<file path="config.mk">
export PLATFORM = sky130hd
export DESIGN_NAME = pixel_quantize_bit_packer_flat
export DESIGN_NICKNAME = d
export VERILOG_FILES = /design/src/design/pqbp_pkg.sv /design/src/design/pqbp_if.sv /design/src/design/pixel_quantize_bit_packer.sv /design/src/design/pqbp_cfg.sv /design/src/design/pqbp_pack.sv /design/src/design/pqbp_ofifo.sv /design/src/flat_wrapper.sv
export SDC_FILE = /design/constraint.sdc
export NUM_CORES = 1
export LEC_CHECK = 0
export ABC_AREA = 0
export ABC_CLOCK_PERIOD_IN_PS = 7600
export BUFFER_PORTS_ARGS = -buffer_cell sky130_fd_sc_hd__buf_2
export CAP_MARGIN = 20
export CORE_UTILIZATION = 40
export CTS_CLUSTER_SIZE = 28
export DETAILED_ROUTE_END_ITERATION = 8
export PLACE_DENSITY_LB_ADDON = 0.25
export SYNTH_ARGS = -nofsm -noshare
export SYNTH_HDL_FRONTEND = slang
export SYNTH_SLANG_ARGS = --single-unit
</file>
<file path="constraint.sdc">
create_clock -name i_clk -period 7.6 [get_ports i_clk]
set_input_delay 1.14 -clock i_clk [delete_from_list [all_inputs] [get_ports i_clk]]
set_output_delay 1.14 -clock i_clk [all_outputs]
set_load 0.05 [all_outputs]
</file>
<file path="src/design/pqbp_pkg.sv">
// shared types and constants of the pixel quantize bit packer
package pqbp_pkg;

    localparam logic [7:0] MAX_GRAY_RST = 8'd255;
    localparam logic       REG_MAX_GRAY = 1'b0;

    localparam int OFIFO_DEPTH = 8;
    localparam int OFIFO_AW    = $clog2(OFIFO_DEPTH);

    typedef struct packed {
        logic [7:0] max_gray;
        logic [3:0] width;
    } t_cfg;

    typedef struct packed {
        logic [7:0] packed_byte;
        logic       final_byte;
    } t_beat;

    typedef struct packed {
        logic [1:0] num;
        t_beat      beat0;
        t_beat      beat1;
    } t_push;

endpackage

</file>
<file path="src/design/pqbp_if.sv">
// stream interfaces for pixel input and packed byte output
interface pqbp_in_if;
    logic       valid;
    logic       ready;
    logic [7:0] pixel_value;
    logic       last_pixel;

    modport source (output valid, output pixel_value, output last_pixel, input ready);
    modport sink   (input valid, input pixel_value, input last_pixel, output ready);
endinterface

interface pqbp_out_if;
    logic       valid;
    logic       ready;
    logic [7:0] packed_byte;
    logic       final_byte;

    modport source (output valid, output packed_byte, output final_byte, input ready);
    modport sink   (input valid, input packed_byte, input final_byte, output ready);
endinterface

</file>
<file path="src/design/pixel_quantize_bit_packer.sv">
// top level of the pixel quantize bit packer
//
// takes one 8-bit pixel per beat, scales it to pixel * max_gray / 255 and
// packs the result msb-first into bytes, using a field as wide as the bit
// length of max_gray (0 to 8 bits). a pixel marked last flushes any partly
// filled byte with zero padding and the last byte of the image carries
// final_byte. the block takes a new pixel every cycle while input ready
// is high; a pixel is held in the input register, where the 8x8 multiply,
// the divide by 255 and the shift-or packing run, and its bytes are
// written into an 8-entry output queue. the output side moves one byte per
// cycle while the receiver is ready, so sustained input rate is one pixel
// per cycle as long as pixels average at most one byte each (max_gray up
// to 255); input ready drops while the queue could not absorb two more
// beats for the held pixel and the new one. max_gray is written over apb
// at byte address 0; the user must write it only while the block is idle,
// which the block does not enforce. no clearing pass follows reset.
module pixel_quantize_bit_packer
    import pqbp_pkg::*;
(
    input  logic        i_clk,
    input  logic        i_rst_n,
    input  logic        psel,
    input  logic        penable,
    input  logic        pwrite,
    input  logic [2:0]  paddr,
    input  logic [31:0] pwdata,
    output logic [31:0] prdata,
    output logic        pready,
    pqbp_in_if.sink     i_pix,
    pqbp_out_if.source  o_byte
);

    t_cfg              cfg;
    t_push             push;
    t_beat             beat;
    logic [OFIFO_AW:0] level;

    // register file: max_gray and its bit length
    pqbp_cfg u_cfg (
        .i_clk   (i_clk),
        .i_rst_n (i_rst_n),
        .psel    (psel),
        .penable (penable),
        .pwrite  (pwrite),
        .paddr   (paddr),
        .pwdata  (pwdata),
        .prdata  (prdata),
        .pready  (pready),
        .o_cfg   (cfg)
    );

    // input register, quantizer and packing state
    pqbp_pack u_pack (
        .i_clk   (i_clk),
        .i_rst_n (i_rst_n),
        .i_cfg   (cfg),
        .i_valid (i_pix.valid),
        .i_pixel (i_pix.pixel_value),
        .i_last  (i_pix.last_pixel),
        .i_level (level),
        .o_ready (i_pix.ready),
        .o_push  (push)
    );

    // output queue, up to two beats in and one out per cycle
    pqbp_ofifo u_ofifo (
        .i_clk   (i_clk),
        .i_rst_n (i_rst_n),
        .i_push  (push),
        .i_ready (o_byte.ready),
        .o_valid (o_byte.valid),
        .o_beat  (beat),
        .o_level (level)
    );

    assign o_byte.packed_byte = beat.packed_byte;
    assign o_byte.final_byte  = beat.final_byte;

endmodule

</file>
<file path="src/design/pqbp_cfg.sv">
// apb register file holding max_gray and the derived field width
module pqbp_cfg
    import pqbp_pkg::*;
(
    input  logic        i_clk,
    input  logic        i_rst_n,
    input  logic        psel,
    input  logic        penable,
    input  logic        pwrite,
    input  logic [2:0]  paddr,
    input  logic [31:0] pwdata,
    output logic [31:0] prdata,
    output logic        pready,
    output t_cfg        o_cfg
);

    logic [7:0] r_max_gray;
    logic [7:0] n_max_gray;
    logic       wr_en;

    // bit length of the gray level, 0 to 8
    function automatic logic [3:0] bit_len(input logic [7:0] v);
        logic [3:0] n;
        n = 4'd0;
        for (int k = 0; k < 8; k++) begin
            if (v[k]) begin
                n = 4'(k + 1);
            end
        end
        return n;
    endfunction

    assign pready = 1'b1;
    assign wr_en  = psel && penable && pwrite && (paddr[2] == REG_MAX_GRAY);

    always_comb begin
        n_max_gray = r_max_gray;
        if (wr_en) begin
            n_max_gray = pwdata[7:0];
        end
    end

    always_ff @(posedge i_clk) begin
        if (!i_rst_n) begin
            r_max_gray <= MAX_GRAY_RST;
        end else begin
            r_max_gray <= n_max_gray;
        end
    end

    assign prdata = (paddr[2] == REG_MAX_GRAY) ? {24'd0, r_max_gray} : 32'd0;

    assign o_cfg.max_gray = r_max_gray;
    assign o_cfg.width    = bit_len(r_max_gray);

endmodule

</file>
<file path="src/design/pqbp_pack.sv">
// input register, quantizer and msb-first packing state
module pqbp_pack
    import pqbp_pkg::*;
(
    input  logic              i_clk,
    input  logic              i_rst_n,
    input  t_cfg              i_cfg,
    input  logic              i_valid,
    input  logic [7:0]        i_pixel,
    input  logic              i_last,
    input  logic [OFIFO_AW:0] i_level,
    output logic              o_ready,
    output t_push             o_push
);

    localparam int LW = OFIFO_AW + 2;

    logic       r_valid;
    logic [7:0] r_pixel;
    logic       r_last;
    logic [7:0] r_part;
    logic [2:0] r_used;

    logic       n_valid;
    logic [7:0] n_part;
    logic [2:0] n_used;

    logic [15:0] prod;
    logic [15:0] qsum;
    logic [7:0]  q;
    logic [3:0]  total;
    logic [4:0]  shamt;
    logic [15:0] qsh;
    logic [15:0] window;
    logic        full;
    logic [7:0]  part_keep;
    logic        flush;
    logic [LW-1:0] need;

    // room for the held item and the new one, two beats each at most
    assign need    = LW'(i_level) + (r_valid ? LW'(2) : LW'(0)) + LW'(2);
    assign o_ready = (need <= LW'(OFIFO_DEPTH));
    assign n_valid = i_valid && o_ready;

    // q = pixel * max_gray / 255, exact for 16-bit products
    assign prod  = 16'(r_pixel) * 16'(i_cfg.max_gray);
    assign qsum  = prod + 16'd1 + {8'd0, prod[15:8]};
    assign q     = qsum[15:8];

    assign total  = {1'b0, r_used} + i_cfg.width;
    assign shamt  = 5'd16 - {1'b0, total};
    assign qsh    = {8'd0, q} << shamt;
    assign window = {r_part, 8'd0} | qsh;
    assign full   = total[3];

    assign part_keep = full ? window[7:0] : window[15:8];
    assign flush     = r_last && (total[2:0] != 3'd0);

    always_comb begin
        o_push.num   = 2'd0;
        o_push.beat0 = '{packed_byte: window[15:8], final_byte: 1'b0};
        o_push.beat1 = '{packed_byte: part_keep, final_byte: 1'b1};
        if (r_valid) begin
            if (full && flush) begin
                o_push.num = 2'd2;
            end else if (full) begin
                o_push.num              = 2'd1;
                o_push.beat0.final_byte = r_last;
            end else if (flush) begin
                o_push.num   = 2'd1;
                o_push.beat0 = '{packed_byte: part_keep, final_byte: 1'b1};
            end
        end
    end

    always_comb begin
        n_part = r_part;
        n_used = r_used;
        if (r_valid) begin
            if (r_last) begin
                n_part = 8'd0;
                n_used = 3'd0;
            end else begin
                n_part = part_keep;
                n_used = total[2:0];
            end
        end
    end

    always_ff @(posedge i_clk) begin
        if (!i_rst_n) begin
            r_valid <= 1'b0;
            r_part  <= 8'd0;
            r_used  <= 3'd0;
        end else begin
            r_valid <= n_valid;
            r_part  <= n_part;
            r_used  <= n_used;
        end
    end

    always_ff @(posedge i_clk) begin
        if (n_valid) begin
            r_pixel <= i_pixel;
            r_last  <= i_last;
        end
    end

endmodule

</file>
<file path="src/design/pqbp_ofifo.sv">
// output queue taking up to two beats per cycle, one out per cycle
module pqbp_ofifo
    import pqbp_pkg::*;
(
    input  logic              i_clk,
    input  logic              i_rst_n,
    input  t_push             i_push,
    input  logic              i_ready,
    output logic              o_valid,
    output t_beat             o_beat,
    output logic [OFIFO_AW:0] o_level
);

    t_beat               r_mem [OFIFO_DEPTH];
    logic [OFIFO_AW-1:0] r_wr;
    logic [OFIFO_AW-1:0] r_rd;
    logic [OFIFO_AW:0]   r_level;

    logic [OFIFO_AW-1:0] n_wr;
    logic [OFIFO_AW-1:0] n_rd;
    logic [OFIFO_AW:0]   n_level;
    logic [OFIFO_AW-1:0] wr_next;
    logic                pop;

    assign o_valid = (r_level != '0);
    assign o_beat  = r_mem[r_rd];
    assign o_level = r_level;
    assign pop     = o_valid && i_ready;
    assign wr_next = r_wr + OFIFO_AW'(1);

    always_comb begin
        n_wr    = r_wr + OFIFO_AW'(i_push.num);
        n_rd    = pop ? r_rd + OFIFO_AW'(1) : r_rd;
        n_level = r_level + (OFIFO_AW + 1)'(i_push.num) - (OFIFO_AW + 1)'(pop);
    end

    always_ff @(posedge i_clk) begin
        if (!i_rst_n) begin
            r_wr    <= '0;
            r_rd    <= '0;
            r_level <= '0;
        end else begin
            r_wr    <= n_wr;
            r_rd    <= n_rd;
            r_level <= n_level;
        end
    end

    always_ff @(posedge i_clk) begin
        if (i_push.num != 2'd0) begin
            r_mem[r_wr] <= i_push.beat0;
        end
        if (i_push.num == 2'd2) begin
            r_mem[wr_next] <= i_push.beat1;
        end
    end

endmodule

</file>
<file path="src/flat_wrapper.sv">
// flat-port wrapper written by rule: the top's interface ports become plain ports
module pixel_quantize_bit_packer_flat import pqbp_pkg::*;
  (i_clk, i_rst_n, psel, penable, pwrite, paddr, pwdata, prdata, pready, i_pix_valid, i_pix_pixel_value, i_pix_last_pixel, i_pix_ready, o_byte_valid, o_byte_packed_byte, o_byte_final_byte, o_byte_ready);
  pqbp_in_if i_pix_i ();
  pqbp_out_if o_byte_i ();
  input  logic i_clk;
  input  logic i_rst_n;
  input  logic psel;
  input  logic penable;
  input  logic pwrite;
  input  logic [2:0] paddr;
  input  logic [31:0] pwdata;
  output logic [31:0] prdata;
  output logic pready;
  input wire logic [$bits(i_pix_i.valid)-1:0] i_pix_valid;
  input wire logic [$bits(i_pix_i.pixel_value)-1:0] i_pix_pixel_value;
  input wire logic [$bits(i_pix_i.last_pixel)-1:0] i_pix_last_pixel;
  output wire logic [$bits(i_pix_i.ready)-1:0] i_pix_ready;
  output wire logic [$bits(o_byte_i.valid)-1:0] o_byte_valid;
  output wire logic [$bits(o_byte_i.packed_byte)-1:0] o_byte_packed_byte;
  output wire logic [$bits(o_byte_i.final_byte)-1:0] o_byte_final_byte;
  input wire logic [$bits(o_byte_i.ready)-1:0] o_byte_ready;
  assign i_pix_i.valid = i_pix_valid;
  assign i_pix_i.pixel_value = i_pix_pixel_value;
  assign i_pix_i.last_pixel = i_pix_last_pixel;
  assign i_pix_ready = i_pix_i.ready;
  assign o_byte_valid = o_byte_i.valid;
  assign o_byte_packed_byte = o_byte_i.packed_byte;
  assign o_byte_final_byte = o_byte_i.final_byte;
  assign o_byte_i.ready = o_byte_ready;
  pixel_quantize_bit_packer u_core (.i_clk(i_clk), .i_rst_n(i_rst_n), .psel(psel), .penable(penable), .pwrite(pwrite), .paddr(paddr), .pwdata(pwdata), .prdata(prdata), .pready(pready), .i_pix(i_pix_i), .o_byte(o_byte_i));
endmodule
</file>
==> metrics <==
status=complete, no violations; gpl congestion=0.8670; Hold Crit Class=flip-flop to flip-flop; Cells after Synth=1009; ANT cells=0; global-route wire length before repair=38900 µm; Hold Slack=0.4815 ns; R2R setup slack=0.25 ns; first-iteration detailed-routing DRC count=382; Synth area leaders=edfxtp_1 (23%), dfxtp_1 (8.6%), fa_1 (8.2%); Post-synth EDFFs=73; CP dominant cell by count=fa_1; arrival time at the worst endpoint=7.49 ns; H-Tree Depth=4; Crit Path Max Fanout=8; reg-to-reg startpoint=u_core.u_pack.r_pixel[3]; vias after detailed routing=7827; Syn Area/Cell=9.474 µm²; final wirelength=23590 µm; Slew Limit Fails=0; Tmin final=7.348 ns; core footprint=0.02347 mm²; total die area=0.02452 mm²; DP HPWL=18580 µm; clock root buffer=clkbuf_16; total grt overflow=0; Worst setup EP type=flip-flop; die span in x=156.6 µm; Post-Route Utilization=0.4881; CP max stage cell=fa_1; share of the synthesized area in the top cell type=0.2293; max-cap violation count=0; initial core utilization=0.4072; final hold vios=0; r2r worst-path depth=26; synth unique cells=85; Synth area leader=edfxtp_1; Final Cell Area=0.01146 mm²; clock buffer depth=2; Avg WL per Cell=16.45 µm; CTS Sinks=114; nets@finish=1252; IO buf count=43; Synth Flop Type=edfxtp_1; RR Endpoint=u_core.u_ofifo.r_mem[6][4]; CP startpoint kind=flip-flop; share of cells above drive strength 1=0.2233; worst slew pin tran=1.016 ns; gr usage total=0.2015; Reg area=0.003015 mm²; via/cell ratio=5.458; dpl cell area=0.01050 mm²; Worst-Skew Late Latency=0.41 ns; hold buffer count at cts=0; WS Path Type=flip-flop to flip-flop; fmax=136.1 MHz; vias in the first global route=7847; Critical Path RT=7.74 ns; row cnt=56; Die Ht=156.6 µm; worst hold path endpoint=u_core.u_ofifo.r_mem[0][0]; number of remaining DRC errors=0; final setup fails=0; largest net degree at the start of global routing=35; skew final=0.009785 ns; Yosys reg bits=114; synth warn=0; Reg clk slew, reported paths=0.06 ns; synthesized area=0.009559 mm²; Post-synth ARST share=0; io pins=95; hold path depth=1; slowest stage delay, CP=0.55 ns; register area share after synthesis=0.3152; initial antenna violation count=0; Max-slew headroom=0.3225; Fill cells=2210; hold_sp=u_core.u_ofifo.r_mem[0][0]; antenna-violating nets left=0; drt first pass iters=5; synth-to-layout area growth=19.86%; CTS tree=yes; CTS buffer count=17; Multi-input gate area=0.006230 mm²; final period utilization=0.9668
==> per-layer routing <==
metal / vias to the layer above / routed length (µm) / track usage / share of wire
met1: 3779 / 10200 / 0.2432 / 0.43
met3: 34 / 760 / 0.02215 / 0.032
met4: 0 / 390 / 0.06583 / 0.017
li1: 3844 / - / - / -
met5: - / 0 / 0 / 0
met2: 170 / 12240 / 0.3712 / 0.52
==> cell type report <==
cell class              instances  share of cell area
clock buffers                  26             0.05111
clock inverters                 6            0.002730
inverters                      81             0.02654
multi-input cells             761              0.5437
flip-flops and latches        114              0.2632
well taps                     319             0.03484
repair buffers                127             0.07786
==> critical path, delay by kind of cell (launching register included) <==
family                     cells  cell delay, ns
adders and majority gates      7            2.86
and+or+nand+nor                6            1.66
AOI/OAI and AO/OA              6            0.82
buffers and inverters          6            0.68
DFF                            1            0.52
muxes                          1            0.51
==> worst max-delay path by stage <==
stage / from / endpoint / slack (ns)
2_1_floorplan: u_core.u_cfg.r_max_gray[7] / u_core.u_ofifo.r_mem[2][1] / 0.05
3_3_place_gp: u_core.u_pack.r_pixel[2] / u_core.u_ofifo.r_mem[4][5] / -0.11
3_5_place_dp: u_core.u_pack.r_pixel[2] / u_core.u_ofifo.r_mem[4][5] / -0.15
4_1_cts: u_core.u_pack.r_pixel[3] / u_core.u_ofifo.r_mem[4][8] / 0.003
5_1_grt: u_core.u_pack.r_pixel[2] / u_core.u_ofifo.r_mem[6][4] / -0.04
6_report: u_core.u_pack.r_pixel[3] / u_core.u_ofifo.r_mem[6][4] / 0.25
==> layout by cell type, fill, tap and decap left out, types with 5 or more instances in the layout <==
| cell type | instances |
|---|---|
| buf_6 | 7 |
| buf_2 | 43 |
| nor2b_1 | 15 |
| nand3_1 | 30 |
| xor2_1 | 7 |
| nor3_1 | 11 |
| a21o_1 | 14 |
| o22ai_1 | 53 |
| nor2_1 | 60 |
| dfxtp_1 | 39 |
| mux2_2 | 11 |
| o21ai_0 | 30 |
| mux4_2 | 20 |
| edfxtp_1 | 73 |
| o22a_1 | 8 |
| and2_1 | 57 |
| clkbuf_16 | 22 |
| ha_1 | 56 |
| fa_1 | 39 |
| o21ai_1 | 7 |
| inv_1 | 75 |
| o21a_1 | 18 |
| o211ai_1 | 14 |
| a22o_1 | 7 |
| nor4_1 | 5 |
| o2bb2ai_2 | 6 |
| a21oi_1 | 32 |
| clkinv_2 | 5 |
| xnor2_1 | 9 |
| and3_1 | 10 |
| nand4_1 | 7 |
| nand2_1 | 88 |
| buf_4 | 75 |
| conb_1 | 25 |
==> cell families after synthesis <==
| kind of cell | after synthesis | synth area share |
|---|---|---|
| XOR/XNOR | 18 | 0.01793 |
| other | 2 | 0.0007856 |
| AO/OA/AOI/OAI | 265 | 0.2035 |
| adder cells (fa/ha/maj) | 100 | 0.1614 |
| flip-flops | 114 | 0.3152 |
| buffers and inverters | 157 | 0.07238 |
| multiplexers | 33 | 0.06217 |
| AND/OR/NAND/NOR | 320 | 0.1666 |
==> cells in the mapped netlist (14+ instances only) <==
| cell | n |
|---|---|
| fa_1 | 39 |
| edfxtp_1 | 73 |
| o21a_1 | 18 |
| o211ai_1 | 14 |
| inv_1 | 77 |
| a21oi_1 | 33 |
| clkbuf_1 | 41 |
| nor2_1 | 61 |
| a21o_1 | 14 |
| nor3_1 | 15 |
| mux4_2 | 20 |
| nand3_1 | 30 |
| ha_1 | 60 |
| and2_1 | 61 |
| dfxtp_1 | 41 |
| buf_4 | 26 |
| o21ai_0 | 34 |
| nor2b_1 | 16 |
| o22ai_1 | 53 |
| nand2_1 | 91 |
==> sequential cells by signal (all words and copies together) (netlist names), named ones only <==
name                     cells
u_core.u_ofifo.r_rd          3
u_core.u_ofifo.r_mem        72
u_core.u_pack.r_pixel        8
u_core.u_pack.r_valid        1
u_core.u_pack.r_used         3
u_core.u_pack.r_last         1
u_core.u_cfg.r_max_gray      8
u_core.u_ofifo.o_level       4
u_core.u_pack.r_part         8
u_core.u_ofifo.r_wr          3
==> metrics by stage <==
stage                     setup WS, ns  setup TNS [ns]  cells
after floorplan                0.05435               0   1032
after global placement         -0.1053          -1.560   1395
after detailed placement       -0.1550          -3.442   1395
after CTS                     0.002672               0   1428
after global routing          -0.04165         -0.3920   1434
final                           0.2525               0   1434
==> repair_timing <==
action	CTS	global route
resized for setup	12	50
buffers inserted	1	6
setup endpoints to repair	50	72
pin swaps	6	34
Power is not shown: default switching activity piles up to over one toggle a cycle in this logic, so the estimate is an artifact.
